<file path="config.mk">
export PLATFORM = sky130hd
export DESIGN_NAME = median_pid_pressure_fan_control
export DESIGN_NICKNAME = d
export VERILOG_FILES = /design/src/rtl/core/mpfc_pkg.sv /design/src/rtl/core/median_pid_pressure_fan_control.sv /design/src/rtl/core/mpfc_front.sv /design/src/rtl/core/mpfc_back.sv
export SDC_FILE = /design/constraint.sdc
export NUM_CORES = 2
export LEC_CHECK = 0
export ABC_AREA = 1
export BUFFER_PORTS_ARGS = -buffer_cell sky130_fd_sc_hd__buf_2
export CORE_MARGIN = 3
export CORE_UTILIZATION = 40
export DETAILED_ROUTE_END_ITERATION = 8
export PLACE_DENSITY_LB_ADDON = 0.05
export SYNTH_ARGS = -nofsm -noshare
export SYNTH_HDL_FRONTEND = slang
export SYNTH_HIERARCHICAL = 1
export SYNTH_SLANG_ARGS = --single-unit
export TNS_END_PERCENT = 10
</file>
<file path="constraint.sdc">
create_clock -name clk -period 9.2 [get_ports clk]
set_clock_uncertainty 0.1 [all_clocks]
set_input_delay 1.84 -clock clk [delete_from_list [all_inputs] [get_ports clk]]
set_output_delay 1.84 -clock clk [all_outputs]
set_load 0.02 [all_outputs]
</file>
<file path="src/rtl/core/mpfc_pkg.sv">
// mpfc_pkg: shared types and constants for the fan speed regulator
// used by all modules under rtl/core
package mpfc_pkg;

  typedef enum logic [3:0] {
    ACT_CYCLE  = 4'd0,
    ACT_TICK   = 4'd1,
    ACT_SET    = 4'd2,
    ACT_NEXT   = 4'd3,
    ACT_AUTO   = 4'd4,
    ACT_MANUAL = 4'd5,
    ACT_TOGGLE = 4'd6,
    ACT_DOWN   = 4'd7,
    ACT_UP     = 4'd8,
    ACT_OFF    = 4'd9,
    ACT_ON     = 4'd10
  } action_t;

  typedef enum logic [2:0] {
    CFG_GAIN_P = 3'd0,
    CFG_GAIN_I = 3'd1,
    CFG_GAIN_D = 3'd2,
    CFG_DEADBAND = 3'd3,
    CFG_TIMEOUT = 3'd4,
    CFG_LIMIT = 3'd5,
    CFG_TMAX = 3'd6,
    CFG_MUNIT = 3'd7
  } cfg_idx_t;

  // one queued command from the front end
  typedef struct packed {
    logic [3:0]       action;
    logic signed [8:0] sample;
    logic             ok;
    logic [3:0]       step_value;
  } cmd_t;

  // one result beat
  typedef struct packed {
    logic [3:0]        step_size;
    logic              system_off;
    logic              fault_timeout;
    logic              mode_manual;
    logic [7:0]        target_level;
    logic signed [8:0] median_pressure;
    logic [14:0]       speed_command;
  } res_t;

  typedef struct packed {
    logic [14:0] gain_p;
    logic [14:0] gain_i;
    logic [14:0] gain_d;
    logic [3:0]  deadband;
    logic [15:0] timeout_ticks;
    logic [14:0] speed_limit;
    logic [7:0]  target_max;
    logic [11:0] manual_unit;
  } cfg_t;

endpackage

</file>
<file path="src/rtl/core/median_pid_pressure_fan_control.sv">
// median_pid_pressure_fan_control: top level of the fan speed regulator
// depends on mpfc_pkg, mpfc_front, mpfc_back
//
// channel   dir  payload
// s_axis    in   tdata: action[3:0] sample[12:4] ok[13] step_value[17:14]
// m_axis    out  tdata: speed[14:0] median[23:15] target[31:24] manual[32]
//                       fault[33] off[34] step[38:35]
// cfg       in   index[2:0], data[15:0]
//
// sequence: a plain event passes S_IDLE, S_OUT and S_HOLD, a manual nudge adds S_SUM, and a control
// cycle can add S_MUL0 to S_MUL2 on the shared multiplier, S_SUM and the one-candidate-a-cycle S_RANK median scan.
// reset: synchronous, restores all register and state reset values except the queue memory.
// stalls: a two-beat queue lets input beats land while a result waits.
module median_pid_pressure_fan_control
  import mpfc_pkg::*;
#(
  parameter int unsigned WINDOW_LEN = 11
) (
  input  logic        clk,
  input  logic        rst,
  input  logic        s_axis_tvalid,
  output logic        s_axis_tready,
  input  logic [23:0] s_axis_tdata,   // action, pressure_sample, sample_ok, step_value
  output logic        m_axis_tvalid,
  input  logic        m_axis_tready,
  output logic [39:0] m_axis_tdata,   // speed_command, median_pressure, target_level,
                                      // mode_manual, fault_timeout, system_off, step_size
  input  logic        cfg_valid,
  output logic        cfg_ready,
  input  logic [2:0]  cfg_index,
  input  logic [15:0] cfg_data
);

  cfg_t cfg;
  cmd_t in_cmd, q_cmd;
  res_t res;
  logic q_valid, q_ready;

  assign cfg_ready = 1'b1;

  // configuration registers
  always_ff @(posedge clk) begin
    if (rst) begin
      cfg <= '{gain_p: 15'd120, gain_i: 15'd10, gain_d: 15'd100, deadband: 4'd1,
               timeout_ticks: 16'd15000, speed_limit: 15'd20000, target_max: 8'd128,
               manual_unit: 12'd1000};
    end else if (cfg_valid) begin
      unique case (cfg_idx_t'(cfg_index))
        CFG_GAIN_P:   cfg.gain_p <= cfg_data[14:0];
        CFG_GAIN_I:   cfg.gain_i <= cfg_data[14:0];
        CFG_GAIN_D:   cfg.gain_d <= cfg_data[14:0];
        CFG_DEADBAND: cfg.deadband <= cfg_data[3:0];
        CFG_TIMEOUT:  cfg.timeout_ticks <= cfg_data;
        CFG_LIMIT:    cfg.speed_limit <= cfg_data[14:0];
        CFG_TMAX:     cfg.target_max <= cfg_data[7:0];
        CFG_MUNIT:    cfg.manual_unit <= cfg_data[11:0];
        default: ;
      endcase
    end
  end

  assign in_cmd.action     = s_axis_tdata[3:0];
  assign in_cmd.sample     = s_axis_tdata[12:4];
  assign in_cmd.ok         = s_axis_tdata[13];
  assign in_cmd.step_value = s_axis_tdata[17:14];

  mpfc_front u_front (
    .clk(clk), .rst(rst), .in_valid(s_axis_tvalid), .in_ready(s_axis_tready),
    .in_cmd(in_cmd), .q_valid(q_valid), .q_ready(q_ready), .q_cmd(q_cmd)
  );

  mpfc_back #(.WINDOW_LEN(WINDOW_LEN)) u_back (
    .clk(clk), .rst(rst), .cfg(cfg), .q_valid(q_valid), .q_ready(q_ready),
    .q_cmd(q_cmd), .res_valid(m_axis_tvalid), .res_ready(m_axis_tready), .res(res)
  );

  assign m_axis_tdata = {1'b0, res};

  // checks
  a_off_zero: assert property (@(posedge clk) disable iff (rst)
    m_axis_tvalid && m_axis_tdata[34] |-> m_axis_tdata[14:0] == 15'd0)
    else $error("speed nonzero while off");
  a_hold: assert property (@(posedge clk) disable iff (rst)
    m_axis_tvalid && !m_axis_tready |=> m_axis_tvalid && $stable(m_axis_tdata))
    else $error("result changed while stalled");
  a_fault_sticky: assert property (@(posedge clk) disable iff (rst)
    $past(u_back.fault) |-> u_back.fault)
    else $error("fault cleared");

endmodule

</file>
<file path="src/rtl/core/mpfc_front.sv">
// mpfc_front: input capture and command queue
// depends on mpfc_pkg
module mpfc_front
  import mpfc_pkg::*;
(
  input  logic        clk,
  input  logic        rst,
  input  logic        in_valid,
  output logic        in_ready,
  input  cmd_t        in_cmd,
  output logic        q_valid,
  input  logic        q_ready,
  output cmd_t        q_cmd
);

  // two-entry queue
  cmd_t        mem [2];
  logic        wr_ptr, rd_ptr;
  logic [1:0]  count;
  logic        push, pop;

  assign in_ready = (count != 2'd2);
  assign q_valid  = (count != 2'd0);
  assign push     = in_valid && in_ready;
  assign pop      = q_valid && q_ready;
  assign q_cmd    = mem[rd_ptr];

  always_ff @(posedge clk) begin
    if (push) begin
      mem[wr_ptr] <= in_cmd;
    end
  end

  always_ff @(posedge clk) begin
    if (rst) begin
      wr_ptr <= 1'b0;
      rd_ptr <= 1'b0;
      count  <= 2'd0;
    end else begin
      if (push) wr_ptr <= ~wr_ptr;
      if (pop)  rd_ptr <= ~rd_ptr;
      count <= count + {1'b0, push} - {1'b0, pop};
    end
  end

endmodule

</file>
<file path="src/rtl/core/mpfc_back.sv">
// mpfc_back: control sequencer, pid with one shared multiplier, median select
// depends on mpfc_pkg
module mpfc_back
  import mpfc_pkg::*;
#(
  parameter int unsigned WINDOW_LEN = 11
) (
  input  logic clk,
  input  logic rst,
  input  cfg_t cfg,
  input  logic q_valid,
  output logic q_ready,
  input  cmd_t q_cmd,
  output logic res_valid,
  input  logic res_ready,
  output res_t res
);

  localparam int unsigned IdxW = $clog2(WINDOW_LEN);
  localparam int unsigned Mid  = WINDOW_LEN / 2;

  typedef enum logic [7:0] {
    S_IDLE = 8'b0000_0001,
    S_MUL0 = 8'b0000_0010,
    S_MUL1 = 8'b0000_0100,
    S_MUL2 = 8'b0000_1000,
    S_SUM  = 8'b0001_0000,
    S_RANK = 8'b0010_0000,
    S_OUT  = 8'b0100_0000,
    S_HOLD = 8'b1000_0000
  } state_t;

  state_t state;
  state_t idle_next;

  logic signed [8:0]  window [WINDOW_LEN];
  logic signed [8:0]  median;
  logic [7:0]         target;
  logic [14:0]        speed;
  logic signed [15:0] integ;
  logic signed [10:0] prev_err;
  logic [15:0]        tleft;
  logic               manual, fault, off_f;
  logic [3:0]         step;
  cmd_t               cmd;

  logic signed [10:0] err;
  logic signed [11:0] deriv;
  logic signed [16:0] integ_sum;
  logic signed [15:0] integ_sat;
  logic [10:0]        mag;
  logic signed [47:0] acc;
  logic signed [31:0] prod;
  logic signed [15:0] mul_a;
  logic [14:0]        mul_b;
  logic               take;
  logic [IdxW-1:0]    cand;
  logic [IdxW:0]      n_less, n_leq;
  logic [15:0]        delta;
  logic signed [17:0] spd_sum;

  assign err       = $signed({3'b000, target}) - 11'(median);
  assign mag       = err[10] ? 11'(-err) : err;
  assign deriv     = 12'(err) - 12'(prev_err);
  assign integ_sum = 17'(integ) + 17'(err);
  assign integ_sat = (integ_sum > 17'sd32767) ? 16'sh7fff :
                     (integ_sum < -17'sd32768) ? 16'sh8000 : integ_sum[15:0];
  assign delta     = 16'(step) * 16'(cfg.manual_unit);

  // operand select for the shared multiplier
  always_comb begin
    unique case (state)
      S_MUL0:  begin mul_a = 16'(err);      mul_b = cfg.gain_p; end
      S_MUL1:  begin mul_a = integ;         mul_b = cfg.gain_i; end
      default: begin mul_a = 16'(deriv);    mul_b = cfg.gain_d; end
    endcase
  end
  assign prod = mul_a * $signed({1'b0, mul_b});

  // rank count for one median candidate
  always_comb begin
    n_less = '0;
    n_leq  = '0;
    for (int k = 0; k < WINDOW_LEN; k++) begin
      n_less = n_less + (IdxW+1)'(window[k] < window[cand]);
      n_leq  = n_leq + (IdxW+1)'(window[k] <= window[cand]);
    end
  end

  // manual speed nudge
  always_comb begin
    if (cmd.action == ACT_DOWN) spd_sum = 18'(speed) - 18'(delta);
    else                         spd_sum = 18'(speed) + 18'(delta);
  end

  // where an accepted command goes next
  always_comb begin
    idle_next = S_OUT;
    if (q_cmd.action == ACT_CYCLE && !off_f) begin
      if (!manual && mag > 11'(cfg.deadband) && !fault) idle_next = S_MUL0;
      else idle_next = S_SUM;
    end else if ((q_cmd.action == ACT_DOWN || q_cmd.action == ACT_UP) && !off_f && manual) begin
      idle_next = S_SUM;
    end
  end

  assign q_ready   = (state == S_IDLE);
  assign res_valid = (state == S_HOLD);

  always_ff @(posedge clk) begin
    if (rst) begin
      state <= S_IDLE;
      for (int k = 0; k < WINDOW_LEN; k++) window[k] <= '0;
      median <= '0; target <= 8'd40; speed <= '0; integ <= '0;
      prev_err <= '0; tleft <= 16'd15000; manual <= 1'b0; fault <= 1'b0;
      off_f <= 1'b0; step <= 4'd1; take <= 1'b0; cand <= '0; acc <= '0;
      cmd <= '0;
    end else begin
      unique case (state)
        S_IDLE: begin
          if (q_valid) begin
            cmd   <= q_cmd;
            state <= idle_next;
            case (q_cmd.action)
              ACT_CYCLE: begin
                take <= q_cmd.ok && !off_f;
                if (off_f) begin
                  integ <= '0; prev_err <= '0; tleft <= cfg.timeout_ticks;
                end else if (!manual && mag <= 11'(cfg.deadband)) begin
                  tleft <= cfg.timeout_ticks;
                end
              end
              ACT_TICK: if (tleft != 0) tleft <= tleft - 16'd1;
              ACT_SET: if (q_cmd.step_value >= 4'd1 && q_cmd.step_value <= 4'd10)
                step <= q_cmd.step_value;
              ACT_NEXT: if (!off_f) step <= (step + 4'd1 >= 4'd4) ? 4'd1 : step + 4'd1;
              ACT_AUTO: if (manual) begin
                manual <= 1'b0; speed <= '0; integ <= '0; prev_err <= '0;
                tleft <= cfg.timeout_ticks;
              end
              ACT_MANUAL: if (!manual) begin
                manual <= 1'b1; speed <= '0; integ <= '0; prev_err <= '0;
              end
              ACT_TOGGLE: if (!off_f) begin
                speed <= '0; integ <= '0; prev_err <= '0;
                if (manual) tleft <= cfg.timeout_ticks;
                manual <= ~manual;
              end
              ACT_DOWN, ACT_UP: if (!off_f) begin
                // manual speed nudge is handled next cycle in S_SUM
                if (!manual) begin
                  if (q_cmd.action == ACT_DOWN)
                    target <= (target < 8'(step)) ? 8'd0 : target - 8'(step);
                  else if (9'(target) + 9'(step) > 9'(cfg.target_max))
                    target <= cfg.target_max;
                  else target <= target + 8'(step);
                end
              end
              ACT_OFF: off_f <= 1'b1;
              ACT_ON:  off_f <= 1'b0;
              default: ;
            endcase
          end
        end
        S_MUL0: begin acc <= 48'(prod); state <= S_MUL1; integ <= integ_sat; end
        S_MUL1: begin acc <= acc + 48'(prod); state <= S_MUL2; end
        S_MUL2: begin
          acc <= acc + 48'(prod);
          prev_err <= err;
          state <= S_SUM;
        end
        S_SUM: begin
          cand <= '0;
          if (cmd.action == ACT_CYCLE) begin
            if (!manual && !fault && mag > 11'(cfg.deadband)) begin
              if (tleft == 0) begin
                fault <= 1'b1; speed <= '0; integ <= '0;
              end else if (acc < 0) speed <= '0;
              else if (acc > 48'(cfg.speed_limit)) speed <= cfg.speed_limit;
              else speed <= acc[14:0];
            end
            if (manual) tleft <= cfg.timeout_ticks;
            if (take) begin
              for (int k = 0; k < WINDOW_LEN - 1; k++) window[k] <= window[k+1];
              window[WINDOW_LEN-1] <= cmd.sample;
              state <= S_RANK;
            end else state <= S_OUT;
          end else begin
            if (spd_sum < 0) speed <= '0;
            else if (spd_sum > 18'(cfg.speed_limit)) speed <= cfg.speed_limit;
            else speed <= spd_sum[14:0];
            state <= S_OUT;
          end
        end
        // one candidate per cycle: at most Mid entries below it, more than Mid at or below
        S_RANK: begin
          if (n_less <= (IdxW+1)'(Mid) && n_leq > (IdxW+1)'(Mid)) begin
            median <= window[cand];
            state  <= S_OUT;
          end else cand <= cand + 1'b1;
        end
        S_OUT: state <= S_HOLD;
        S_HOLD: if (res_ready) state <= S_IDLE;
        default: state <= S_IDLE;
      endcase
    end
  end

  assign res.speed_command   = off_f ? 15'd0 : speed;
  assign res.median_pressure = median;
  assign res.target_level    = target;
  assign res.mode_manual     = manual;
  assign res.fault_timeout   = fault;
  assign res.system_off      = off_f;
  assign res.step_size       = step;

endmodule

</file>
==> results_tabular.tex <==
\begin{tabular}{lr}
\hline
Metric & Value \\
\hline
\multicolumn{2}{l}{\textbf{Cells and area}} \\
Proportion of layout cells with a drive suffix above 1 & 19.1\% \\
Number of filler instances in the final layout & 10214 \\
Antenna diode count & 0 \\
Area growth from synthesis to layout & 24.0\% \\
Final layout net count & 6873 \\
\multicolumn{2}{l}{\textbf{Critical path}} \\
R2R Setup Slk & -710 ps \\
Critical path's slowest cell & fa\_1 \\
Count of cells along the worst register-to-register path & 54 \\
Reg2reg start & u\_back/target[0]\$\_SDFFE\_PP0P\_ \\
Crit-path max FO & 6 \\
Setup CP Type & flop to flop \\
Crit path DAT & 10360 ps \\
Maximum single-stage delay on the critical path & 550 ps \\
Element type at the critical path end & flop \\
Destination of the worst register-to-register timing path & u\_back/acc[44]\$\_SDFFE\_PP0P\_ \\
Type of origin of the critical path & flop \\
Startpoint of the most critical setup path & u\_back/target[0]\$\_SDFFE\_PP0P\_ \\
Required time of the worst setup path & between 9000 and 10000 ps \\
\multicolumn{2}{l}{\textbf{Clock network}} \\
Worst skew pair latency & 630 ps \\
Number of clock sinks seen by CTS & 399 \\
Inserted Clock Buffers & 50 \\
Buffer depth of the longest clock path & 3 \\
CTS tree & built \\
Clock root cell & clkbuf\_16 \\
\# hold bufs at CTS & 0 \\
CTS H-tree lvls & 2 \\
Clock-pin slew of the registers on the worst-case setup and hold paths & 60 ps \\
\multicolumn{2}{l}{\textbf{Flow run}} \\
Max\_cap viols & 0 \\
\multicolumn{2}{l}{\textbf{Min path}} \\
Hold Crit Depth & 2 \\
Origin of the worst min-delay path & u\_back/cmd[6]\$\_SDFFE\_PP0P\_ \\
Capture endpoint of the worst hold path & u\_back/cmd[6]\$\_SDFFE\_PP0P\_ \\
Class of the tightest hold or removal check & flop to flop \\
\multicolumn{2}{l}{\textbf{Routing}} \\
Drc violations & 0 \\
Number of nets still failing antenna checks after routing & 0 \\
Drt first-iter violations & roughly 2600 \\
Mean number of vias per cell & 5.06 \\
Drt wl/cell & 17.7 um \\
Router iterations before antenna repair & 8 \\
Final wirelength & 134000 um \\
Via count & about 38000 \\
\multicolumn{2}{l}{\textbf{Synthesis}} \\
Most area-hungry cell type in the Yosys netlist & fa\_1 \\
Proportion of register bits with asynchronous set or reset after synthesis & 0\% \\
Sequential share of the synthesized area & 23.0\% \\
Post-Synthesis Net Count & 6355 \\
Flip-flop and latch count after synthesis & 399 \\
Gate count after technology mapping & 5652 \\
Mean instance size in the synthesized netlist & 7.17 sq um \\
Most frequently used flop master after synthesis & dfxtp\_1 \\
Synth warn & 6 \\
Post-synthesis cell type count & $\sim$70 \\
EDFF count, synth & 135 \\
Top post-synthesis cells by area & fa\_1 14\%, dfxtp\_1 13\%, ha\_1 12\%, nand2\_1 10\%, edfxtp\_1 10\% \\
Proportion of netlist area held by the largest area contributor & between 10 and 15\% \\
Synth Cell Area & 0.0405 sq mm \\
\multicolumn{2}{l}{\textbf{Place}} \\
Post-DP HPWL & 107000 um \\
Global placer's final weighted congestion & 0.910 \\
Port Buffer Count & 82 \\
\multicolumn{2}{l}{\textbf{Outcome}} \\
Outcome & finished with violations \\
Violated checks & negative setup slack \\
\multicolumn{2}{l}{\textbf{Floorplanning}} \\
FP Rows & 116 \\
Starting density of the core & 40.4\% \\
Area of the core & 0.100 sq mm \\
Die outline height & 324 um \\
Horiz. Die Dim & between 300 and 400 um \\
Number of I/O pins & 91 \\
Area of the die & 0.105 sq mm \\
\multicolumn{2}{l}{\textbf{STA}} \\
Total count of hold-check failures in the final report & 0 \\
Fmax & 101 MHz \\
Relative slew slack & 20.2\% \\
Post-route minimum period & 9910 ps \\
Count of pins over their slew limit & 0 \\
Final number of setup-violating endpoints & 30 \\
RSZ-0062 raised after global routing & true \\
Worst hold slack & 354 ps \\
Fin crit share & 108\% \\
Measured slew at the worst slew-check pin & 1190 ps \\
Post-route setup slack & -715 ps \\
\multicolumn{2}{l}{\textbf{GRT}} \\
Via count of the first global-routing pass & roughly 37000 \\
Global-route usage over all layers & 24.8\% \\
First-pass GRT wire length & 208000 um \\
Pin count of the biggest net entering global routing & 91 \\
Global route total overflow & 0 \\
Number of antenna violations at the first check in global routing & 1 \\
\hline
\end{tabular}
synthesized netlist by cell type, types with 10 or more instances:
cell / instances
xor2_1: 81
nor2_1: 726
fa_1: 281
buf_4: 10
edfxtp_1: 135
nand3_1: 304
nand4_1: 59
o21bai_1: 18
xnor2_1: 44
a21oi_2: 14
o211ai_1: 26
inv_2: 14
a21oi_1: 419
o21ai_0: 282
nand3b_1: 12
ha_1: 374
o21a_1: 21
dfxtp_1: 264
inv_1: 971
buf_2: 43
a22o_1: 15
clkbuf_1: 99
mux2_4: 10
nor3_1: 39
nand2_1: 1130
a31oi_1: 28
o22ai_1: 12
buf_1: 17
nor4_1: 11
a21o_1: 15
or2_2: 18
o221ai_1: 14
cell usage in the layout, fill, tap and decap left out, drive strengths merged, types with 4 or more instances in the layout:
master	count
o221ai	14
mux2	18
bufinv	5
a22o	15
a31oi	28
nand4	61
a21boi	10
clkinv	26
and3	7
nand2	1140
nor2	737
nor3	39
nand3b	12
a21o	15
buf	639
o21bai	18
dfxtp	264
xor2	81
inv	987
o22ai	12
clkbuf	69
ha	374
nor4	12
a22oi	6
o211ai	26
fa	281
edfxtp	135
o21ai	293
o2111ai	6
a221oi	5
a21oi	434
a211oi	9
xnor2	44
or2	20
o21a	21
a32o	4
o41ai	6
nand3	306
o31ai	6
per-stage QoR:
stage / area (sq um) / setup TNS, ps / util (%) / instances / setup WS (ps)
final: 50300 / -12400 / 50.1 / 7569 / -715
after global routing: 50300 / -29600 / 50.1 / 7569 / -1190
after CTS: 48900 / -14300 / 48.8 / 7531 / -677
after detailed placement: 46600 / -22430 / 46.5 / 7434 / -909
after global placement: 46600 / -22520 / 46.5 / 7434 / -882
after floorplan: 41100 / -6170 / - / 5652 / -511
worst max-delay path, delay by kind of cell (launching register included):
kind            cells  cell delay (ps)
fa+ha+maj          11             4400
simple gates       19             2000
flops               1              350
xor+xnor            1              150
buf+inv            13             1440
compound gates     10             1370
final cells by class:
cell class | count | area, sq um | area share (%)
multi-input combinational | 4084 | 28600 | 57.0
sequential | 399 | 9360 | 18.6
timing repair buffer | 641 | 5030 | 10.0
inverter | 994 | 3750 | 7.46
tap | 1357 | 1700 | 3.38
clock buffer | 67 | 1480 | 2.94
clock inverter | 27 | 329 | 0.654
state kept, by name, summed over array words and instances (netlist names), 9 cells and up, named ones only:
register	count
u_back/cmd	13
u_back/integ	16
u_back/tleft	16
u_front/mem	36
u_back/acc	48
u_back/prev_err	10
u_back/median	9
u_back/speed	15
cfg	100
u_back/window	99
per-layer routing:
| layer | GRT usage [%] | vias to the layer above | part of all wire (%) |
|---|---|---|---|
| li1 | - | 19183 | - |
| met1 | 36.5 | 18157 | 49 |
| met2 | 38.7 | 831 | 44 |
| met3 | 3.36 | 136 | 5.2 |
| met4 | 5.24 | 2 | 2.1 |
| met5 | 0 | - | 0.012 |
logic make-up after synthesis:
logic type                 Yosys count  share of synthesized area (%)
and+or+nand+nor                   2337                           23.7
buffers and inverters             1169                           11.2
AOI/OAI and AO/OA                  947                           13.4
adders and majority gates          655                           25.4
DFF                                399                           23.0
xor gates and xnor gates           125                           2.70
muxes                               18                          0.592
other                                2                         0.0185
how the worst max path moves through the flow:
stage / endpoint / slack [ps] / cells after the start
global route: u_back/acc[44]$_SDFFE_PP0P_ / -1190 / 52
global placement: u_back/acc[37]$_SDFFE_PP0P_ / -880 / 48
detailed placement: u_back/acc[40]$_SDFFE_PP0P_ / -910 / 54
CTS: u_back/acc[43]$_SDFFE_PP0P_ / -680 / 57
floorplan: u_back/acc[47]$_SDFFE_PP0P_ / -510 / 62
finish: u_back/acc[44]$_SDFFE_PP0P_ / -710 / 54
what timing repair did:
item                       4_1_cts  5_1_grt
resized for setup              115      259
setup endpoints to repair       34       38
gates cloned                     0        2
pin swaps                       21      146
buffers inserted                 3       36
Power is left out: the tool's default activity adds up to more than one toggle a clock period on the data nets, which glitch-free logic cannot reach.
